==> src/design/u16u8_pkg.sv <==
// Package for the UTF-16 to UTF-8 transcoder: job type between front and back,
// surrogate range constants and the UTF-8 byte encoder.
// No dependencies.
`timescale 1ns / 1ps

package u16u8_pkg;

  localparam logic [15:0] SurrHiMin = 16'hD800;
  localparam logic [15:0] SurrHiMax = 16'hDBFF;
  localparam logic [15:0] SurrLoMin = 16'hDC00;
  localparam logic [15:0] SurrLoMax = 16'hDFFF;
  localparam logic [20:0] SuppBase  = 21'h10000;
  localparam logic [2:0]  MaxBytes  = 3'd6;

  // One job per item that yields bytes: an optional flushed high surrogate
  // (always 3 bytes), then an optional code point.
  typedef struct packed {
    logic        flush;
    logic [15:0] flush_unit;
    logic        main;
    logic [20:0] cp;
  } u16u8_job_t;

  // UTF-8 bytes of one code point, first byte in the low bits
  function automatic logic [31:0] enc_bytes(input logic [20:0] cp);
    logic [31:0] b;
    b = '0;
    if (cp < 21'h80) begin
      b[7:0] = cp[7:0];
    end else if (cp < 21'h800) begin
      b[7:0]  = {3'b110, cp[10:6]};
      b[15:8] = {2'b10, cp[5:0]};
    end else if (cp < SuppBase) begin
      b[7:0]   = {4'b1110, cp[15:12]};
      b[15:8]  = {2'b10, cp[11:6]};
      b[23:16] = {2'b10, cp[5:0]};
    end else begin
      b[7:0]   = {5'b11110, cp[20:18]};
      b[15:8]  = {2'b10, cp[17:12]};
      b[23:16] = {2'b10, cp[11:6]};
      b[31:24] = {2'b10, cp[5:0]};
    end
    return b;
  endfunction

  function automatic logic [2:0] enc_len(input logic [20:0] cp);
    logic [2:0] n;
    if (cp < 21'h80) begin
      n = 3'd1;
    end else if (cp < 21'h800) begin
      n = 3'd2;
    end else if (cp < SuppBase) begin
      n = 3'd3;
    end else begin
      n = 3'd4;
    end
    return n;
  endfunction

endpackage

==> src/design/utf16_to_utf8_transcoder_core.sv <==
// Top level of the UTF-16 to UTF-8 transcoder: front end, job queue, back end.
// Depends on u16u8_pkg, u16u8_front, u16u8_queue, u16u8_back.
//
//  channel | dir | tdata              | tlast
//  s_*     | in  | [15:0] code_unit   | buffer_end
//  m_*     | out | [7:0]  out_byte    | last_of_run
//
// The front takes one code unit per cycle while the two-entry queue has room.
// The back sends one byte per cycle while m_tready allows; an item yields 0 to 6
// bytes, so sustained rate is set by the byte serializer.
// Synchronous reset clears held-surrogate, stop, queue and back-end byte state.
// m_tready low stalls the back; the queue then fills and s_tready drops.
`timescale 1ns / 1ps

module utf16_to_utf8_transcoder_core (
  input  logic        clk,
  input  logic        rst,
  input  logic        s_tvalid,
  output logic        s_tready,
  input  logic [15:0] s_tdata,   // [15:0] code_unit
  input  logic        s_tlast,   // buffer_end
  output logic        m_tvalid,
  input  logic        m_tready,
  output logic [7:0]  m_tdata,   // [7:0] out_byte
  output logic        m_tlast    // last_of_run
);
  import u16u8_pkg::*;

  u16u8_job_t f_job, q_job;
  logic       f_valid, q_room, q_valid, q_pop;

  u16u8_front u_front (
    .clk       (clk),
    .rst       (rst),
    .in_valid  (s_tvalid),
    .in_ready  (s_tready),
    .unit      (s_tdata),
    .buf_end   (s_tlast),
    .job_valid (f_valid),
    .job_ready (q_room),
    .job       (f_job)
  );

  u16u8_queue u_queue (
    .clk        (clk),
    .rst        (rst),
    .push       (f_valid),
    .can_push   (q_room),
    .push_job   (f_job),
    .head_valid (q_valid),
    .pop        (q_pop),
    .head_job   (q_job)
  );

  u16u8_back u_back (
    .clk       (clk),
    .rst       (rst),
    .job_valid (q_valid),
    .job_pop   (q_pop),
    .job       (q_job),
    .out_valid (m_tvalid),
    .out_ready (m_tready),
    .out_data  (m_tdata),
    .out_last  (m_tlast)
  );

endmodule

==> src/design/u16u8_front.sv <==
// Front end: accepts code units, tracks held surrogate and stop-after-NUL
// state, and issues one byte job per item that yields output. Uses u16u8_pkg.
`timescale 1ns / 1ps

module u16u8_front (
  input  logic                 clk,
  input  logic                 rst,
  input  logic                 in_valid,
  output logic                 in_ready,
  input  logic [15:0]          unit,
  input  logic                 buf_end,
  output logic                 job_valid,
  input  logic                 job_ready,
  output u16u8_pkg::u16u8_job_t job
);
  import u16u8_pkg::*;

  logic        holding, holding_next;
  logic        stopped, stopped_next;
  logic [15:0] held;
  logic        hold_load;
  logic        accept;
  logic        is_low, is_high;

  assign in_ready = job_ready;
  assign accept   = in_valid && in_ready;
  assign is_low   = (unit >= SurrLoMin) && (unit <= SurrLoMax);
  assign is_high  = (unit >= SurrHiMin) && (unit <= SurrHiMax);

  always_comb begin
    holding_next   = holding;
    stopped_next   = stopped;
    hold_load      = 1'b0;
    job.flush      = 1'b0;
    job.flush_unit = held;
    job.main       = 1'b0;
    job.cp         = {5'd0, unit};
    if (stopped) begin
      stopped_next = !buf_end;
    end else begin
      holding_next = 1'b0;
      if (holding && is_low) begin
        // surrogate pair
        job.main = 1'b1;
        job.cp   = SuppBase + {1'b0, held[9:0], unit[9:0]};
      end else begin
        job.flush = holding;
        if (unit == 16'd0) begin
          stopped_next = !buf_end;
        end else if (is_high && !buf_end) begin
          hold_load    = 1'b1;
          holding_next = 1'b1;
        end else begin
          job.main = 1'b1;
        end
      end
    end
  end

  assign job_valid = accept && (job.flush || job.main);

  always_ff @(posedge clk) begin
    if (rst) begin
      holding <= 1'b0;
      stopped <= 1'b0;
    end else if (accept) begin
      holding <= holding_next;
      stopped <= stopped_next;
    end
  end

  always_ff @(posedge clk) begin
    if (accept && hold_load) begin
      held <= unit;
    end
  end

endmodule

==> src/design/u16u8_queue.sv <==
// Two-entry job queue between front and back ends.
// Uses u16u8_pkg for the job type.
`timescale 1ns / 1ps

module u16u8_queue (
  input  logic                 clk,
  input  logic                 rst,
  input  logic                 push,
  output logic                 can_push,
  input  u16u8_pkg::u16u8_job_t push_job,
  output logic                 head_valid,
  input  logic                 pop,
  output u16u8_pkg::u16u8_job_t head_job
);
  import u16u8_pkg::*;

  u16u8_job_t entries [2];
  logic       wr_ptr, rd_ptr;
  logic [1:0] count;

  assign can_push   = (count != 2'd2);
  assign head_valid = (count != 2'd0);
  assign head_job   = entries[rd_ptr];

  always_ff @(posedge clk) begin
    if (rst) begin
      wr_ptr <= 1'b0;
      rd_ptr <= 1'b0;
      count  <= 2'd0;
    end else begin
      if (push) begin
        wr_ptr <= ~wr_ptr;
      end
      if (pop) begin
        rd_ptr <= ~rd_ptr;
      end
      count <= count + {1'b0, push} - {1'b0, pop};
    end
  end

  always_ff @(posedge clk) begin
    if (push) begin
      entries[wr_ptr] <= push_job;
    end
  end

endmodule

==> src/design/u16u8_back.sv <==
// Back end: expands a job into up to six UTF-8 bytes and sends them one per
// cycle, while out_ready allows, through a registered output. Uses u16u8_pkg.
`timescale 1ns / 1ps

module u16u8_back (
  input  logic                 clk,
  input  logic                 rst,
  input  logic                 job_valid,
  output logic                 job_pop,
  input  u16u8_pkg::u16u8_job_t job,
  output logic                 out_valid,
  input  logic                 out_ready,
  output logic [7:0]           out_data,
  output logic                 out_last
);
  import u16u8_pkg::*;

  logic [47:0] bytes;
  logic [2:0]  rem;
  logic        emit, load;
  logic [31:0] flush_b, main_b;
  logic [2:0]  main_len;
  logic [47:0] new_bytes;
  logic [2:0]  new_len;

  always_comb begin
    flush_b  = enc_bytes({5'd0, job.flush_unit});
    main_b   = enc_bytes(job.cp);
    main_len = job.main ? enc_len(job.cp) : 3'd0;
    if (job.flush) begin
      // a unit after a flushed surrogate is never a pair, so at most 3 bytes
      new_bytes = {main_b[23:0], flush_b[23:0]};
      new_len   = main_len + 3'd3;
    end else begin
      new_bytes = {16'd0, main_b};
      new_len   = main_len;
    end
  end

  assign emit    = (rem != 3'd0) && (!out_valid || out_ready);
  assign load    = job_valid && ((rem == 3'd0) || (emit && rem == 3'd1));
  assign job_pop = load;

  always_ff @(posedge clk) begin
    if (rst) begin
      rem       <= 3'd0;
      out_valid <= 1'b0;
    end else begin
      if (load) begin
        rem <= new_len;
      end else if (emit) begin
        rem <= rem - 3'd1;
      end
      if (emit) begin
        out_valid <= 1'b1;
      end else if (out_ready) begin
        out_valid <= 1'b0;
      end
    end
  end

  always_ff @(posedge clk) begin
    if (load) begin
      bytes <= new_bytes;
    end else if (emit) begin
      bytes <= {8'd0, bytes[47:8]};
    end
    if (emit) begin
      out_data <= bytes[7:0];
      out_last <= (rem == 3'd1);
    end
  end

`ifndef SYNTH
  a_load_nonempty: assert property (@(posedge clk) disable iff (rst)
    load |=> rem != 3'd0)
    else $error("job loaded with no bytes");
  a_rem_bound: assert property (@(posedge clk) disable iff (rst)
    1'b1 |-> rem <= MaxBytes)
    else $error("byte count out of range");
  a_last_on_final: assert property (@(posedge clk) disable iff (rst)
    emit |=> out_valid && (out_last == ($past(rem) == 3'd1)))
    else $error("last flag does not match final byte");
`endif

endmodule

==> config.mk <==
export PLATFORM = sky130hd
export DESIGN_NAME = utf16_to_utf8_transcoder_core
export DESIGN_NICKNAME = d
export VERILOG_FILES = /design/src/design/u16u8_pkg.sv /design/src/design/utf16_to_utf8_transcoder_core.sv /design/src/design/u16u8_front.sv /design/src/design/u16u8_queue.sv /design/src/design/u16u8_back.sv
export SDC_FILE = /design/constraint.sdc
export NUM_CORES = 1
export LEC_CHECK = 0
export BUFFER_PORTS_ARGS = -buffer_cell sky130_fd_sc_hd__buf_2
export CORE_MARGIN = 2
export CORE_UTILIZATION = 27
export DETAILED_ROUTE_END_ITERATION = 10
export SYNTH_ARGS = -nofsm -noshare
export SYNTH_HDL_FRONTEND = slang
export SYNTH_SLANG_ARGS = --single-unit
==> constraint.sdc <==
create_clock -name clk -period 9.2 [get_ports clk]
set_input_delay 1.84 -clock clk [delete_from_list [all_inputs] [get_ports clk]]
set_output_delay 1.84 -clock clk [all_outputs]
set_load 0.05 [all_outputs]
==> results by group <==
Run status
  • Outcome: complete, no violations

Global routing
  • Vias in the first global route: approximately 4600
  • First-pass GRT wire length: roughly 27000 um
  • GRT Total Usage: around an eighth
  • Pin count of the biggest net entering global routing: 64
  • Initial antenna violation count: 0
  • Remaining Overflow, GRT: 0

Clock network
  • Clock transition at path regs: about 0.07 ns
  • Setup Buffers After CTS: 0
  • Post-CTS Hold Fix Bufs: 0
  • Clock sink count: 160
  • Skew-Pair Late Insertion Delay: roughly 0.44 ns
  • TritonCTS clock tree: yes
  • # resized after CTS: 0
  • Clk root buf: clkbuf_16
  • CTS Buf Count: 17
  • Htree depth: 4
  • CTS Buffer Depth: 2

Worst setup path
  • CP max FO: 46
  • Critical Setup Path Class: primary input to flop
  • Slowest stage delay, CP: 0.41 ns
  • Worst setup SP type: primary input
  • Required @ worst endpoint: between 9 and 10 ns
  • Slowest cell on crit path: buf_4
  • Critical path data arrival time: between 4 and 5 ns
  • FF-to-FF path depth: 11
  • Setup crit end kind: flop
  • CP Cell Sequence: buf_2 > nand2b_1 > a21o_1 > nand2_1 > buf_4 > inv_1 > ha_1 > inv_1 > ha_1 > xor2_1 > xnor2_1 > nor2_1

Logic synthesis
  • Synthesized instance count: roughly 550
  • Unique masters post-synth: slightly below 70
  • Synthesized cell area: around 7300 sq um
  • Async S/R FF share, synth: 0%
  • Post-synthesis compound-gate area fraction: a little under an eighth
  • Xor-xnor portion of the synthesized cell area: less than 1%
  • Register area share after synthesis: between 60 and 70%
  • Synth Area in Simple Gates: about an eighth
  • Post-synthesis mux area share: 7.93%
  • Yosys reg bits: 160
  • Synth Net Count: 582
  • Post-synth EDFFs: 149
  • Adder-Cell Fraction of Synth Area: between 1 and 1.5%
  • Top_reg_cell synth: edfxtp_1
  • Largest family of logic cells by synthesized area: simple AND/OR/NAND/NOR gates
  • Yosys warning count: 0
  • Avg Cell Area, Syn: 13.2 sq um

Floorplanning
  • Die area: between 20000 and 30000 sq um
  • Die height: 169 um
  • Starting Density: approximately 27%
  • Die width: between 150 and 200 um
  • Row Count: 60
  • Ports: 32
  • Core Area: ~27000 sq um

Pwr
  • Static Leak: 2.90 nW
  • Max IR drop VDD: between 0.1 and 0.15 mV
  • Pwr/cell area: 332 nW/um^2
  • Total power: about 2.8 mW

Route
  • Via density: 5.10
  • Drt pass-1 iters: 5
  • Via total after detailed routing: about 4800
  • Routed Antenna Nets: 0
  • Drt wl/cell: approximately 19 um
  • DRT iter0 DRCs: 443
  • DRT Wirelength: between 15000 and 20000 um
  • DRC Markers: 0

Timing
  • Final setup violation count: 0
  • Relative slew slack: roughly 22%
  • Fmax: 0.257 GHz
  • RSZ-0062 raised after global routing: false
  • Max Slew Vio Count: 0
  • Setup tns final: 0 ns
  • Clk_skew: 0.0122 ns
  • Crit share post-route: between 40% and 50%
  • Min Tclk post-route: slightly below 4 ns
  • Actual slew at the worst max-slew pin: between 1 and 1.5 ns
  • Final Hold Vio Count: 0

Final layout
  • Area growth syn-to-layout: 16.0%
  • Proportion of layout cells with a drive suffix above 1: 18.5%
  • Layout net count: slightly above 600
  • Fillers: approximately 2700
  • Ant. Diodes: 0

Min path
  • WHS Path Cells: 0
  • Hold Crit Class: flop to flop

Place
  • Routability cong.: around 0.84
  • Port Buf Inserts: 31
  • DPL Wire Length: ~12000 um

Job
  • MaxCap Viol Count: 0
## through the flow
step	util (%)	area (sq um)	hold WS (ns)	worst slack, ns	std cells
after floorplan	-	7330	0.400	4.51	554
final	31.7	8510	0.418	5.32	945
after global routing	31.7	8510	0.429	5.10	945
after detailed placement	29.4	7890	0.408	4.86	913
after CTS	31.7	8510	0.418	5.32	945
after global placement	29.4	7890	0.406	4.90	913
## cells in the final DEF (no fill, tap or decap), types with 7 or more instances in the layout
cell,instances
clkinv_8,8
a22oi_1,7
or4_1,9
nand2_1,50
edfxtp_1,149
o21ai_0,22
mux2_2,19
mux2i_1,33
ha_1,7
a21oi_1,14
buf_2,31
inv_1,10
dfxtp_1,10
nand2b_1,8
nor4_1,13
o211ai_1,10
buf_4,9
nor2b_1,8
a32oi_1,8
nand3_1,11
clkbuf_16,17
nor2_1,45
## path summary, 6_finish.rpt
| path | start | end | slack [ns] |
|---|---|---|---|
| worst max-delay path | m_tready | u_queue.count[1] | 5.32 |
| worst max register to register | flop | u_back.rem[2] | 6.28 |
| worst min register to register | u_back.bytes[1] | u_back.out_data[1] | 0.42 |
| worst min-delay path | u_back.bytes[1] | u_back.out_data[1] | 0.42 |
## power by group
| group | switching (mW) | internal (mW) |
|---|---|---|
| Clock | 0.343 | 0.368 |
| Combinational | 0.661 | 0.307 |
| Sequential | 0.0675 | 1.08 |
| Total | 1.07 | 1.76 |
## cell families (layout without fill, tap and decap cells)
kind of cell / after synthesis / in the layout
multiplexers: 55 / 55
AO/OA/AOI/OAI: 119 / 119
adder cells (fa/ha/maj): 7 / 7
AND/OR/NAND/NOR: 174 / 174
buffers and inverters: 32 / 82
flip-flops: 160 / 160
XOR/XNOR: 7 / 7
## cell usage after synthesis (all sizes together), types with 4 or more instances
| master | instances | area (sq um) |
|---|---|---|
| inv | 10 | 37.5 |
| edfxtp | 149 | 4470 |
| or4 | 12 | 101 |
| o21ai | 28 | 144 |
| o211ai | 11 | 87.6 |
| a21oi | 14 | 70.1 |
| clkbuf | 7 | 26.3 |
| nor4 | 14 | 93.8 |
| mux2i | 33 | 330 |
| o31ai | 5 | 37.5 |
| a211o | 4 | 35.0 |
| dfxtp | 11 | 220 |
| nor2 | 46 | 175 |
| nand2 | 51 | 199 |
| buf | 15 | 82.6 |
| ha | 7 | 87.6 |
| nor3 | 9 | 66.3 |
| xnor2 | 5 | 43.8 |
| and2 | 4 | 25.0 |
| nand3 | 11 | 55.1 |
| mux2 | 22 | 251 |
| nand2b | 9 | 56.3 |
| a211oi | 4 | 30.0 |
| a32oi | 8 | 70.1 |
| nor2b | 9 | 56.3 |
| a22oi | 7 | 52.6 |
| o32ai | 4 | 53.8 |
| o22ai | 5 | 31.3 |
## area by class of cell
class	instances	area, sq um	area share (%)
Sequential cell	160	4700	55.2
Multi-Input combinational cell	362	2510	29.5
Tap cell	341	427	5.01
Clock buffer	17	425	5.00
Timing Repair Buffer	40	223	2.62
Clock inverter	15	191	2.25
Inverter	10	37.5	0.441
## registers in the layout, summed over array words and instances, names as in the netlist, named ones only
register	cells
u_queue.wr_ptr	1
u_queue.count	2
u_back.out_valid	1
u_back.rem	3
u_front.stopped	1
u_back.out_data	8
u_back.out_last	1
u_queue.rd_ptr	1
u_queue.entries	78
u_back.bytes	46
u_front.holding	1
u_front.held	16
## critical path: cells and delay by family
kind	cells	cell delay (ns)
xor+xnor	2	0.28
compound gates	1	0.24
fa+ha+maj	2	0.59
simple gates	3	0.30
buf+inv	4	0.95
## metal layers
layer / global-route usage (%) / part of all wire [%] / vias to the layer above
met5: 0 / 0 / -
met4: 4.39 / 1.7 / 0
met3: 2.34 / 4.8 / 22
met2: 19.0 / 44 / 157
met1: 18.8 / 49 / 2391
li1: - / - / 2253
Power figures use the tool's default switching activity.
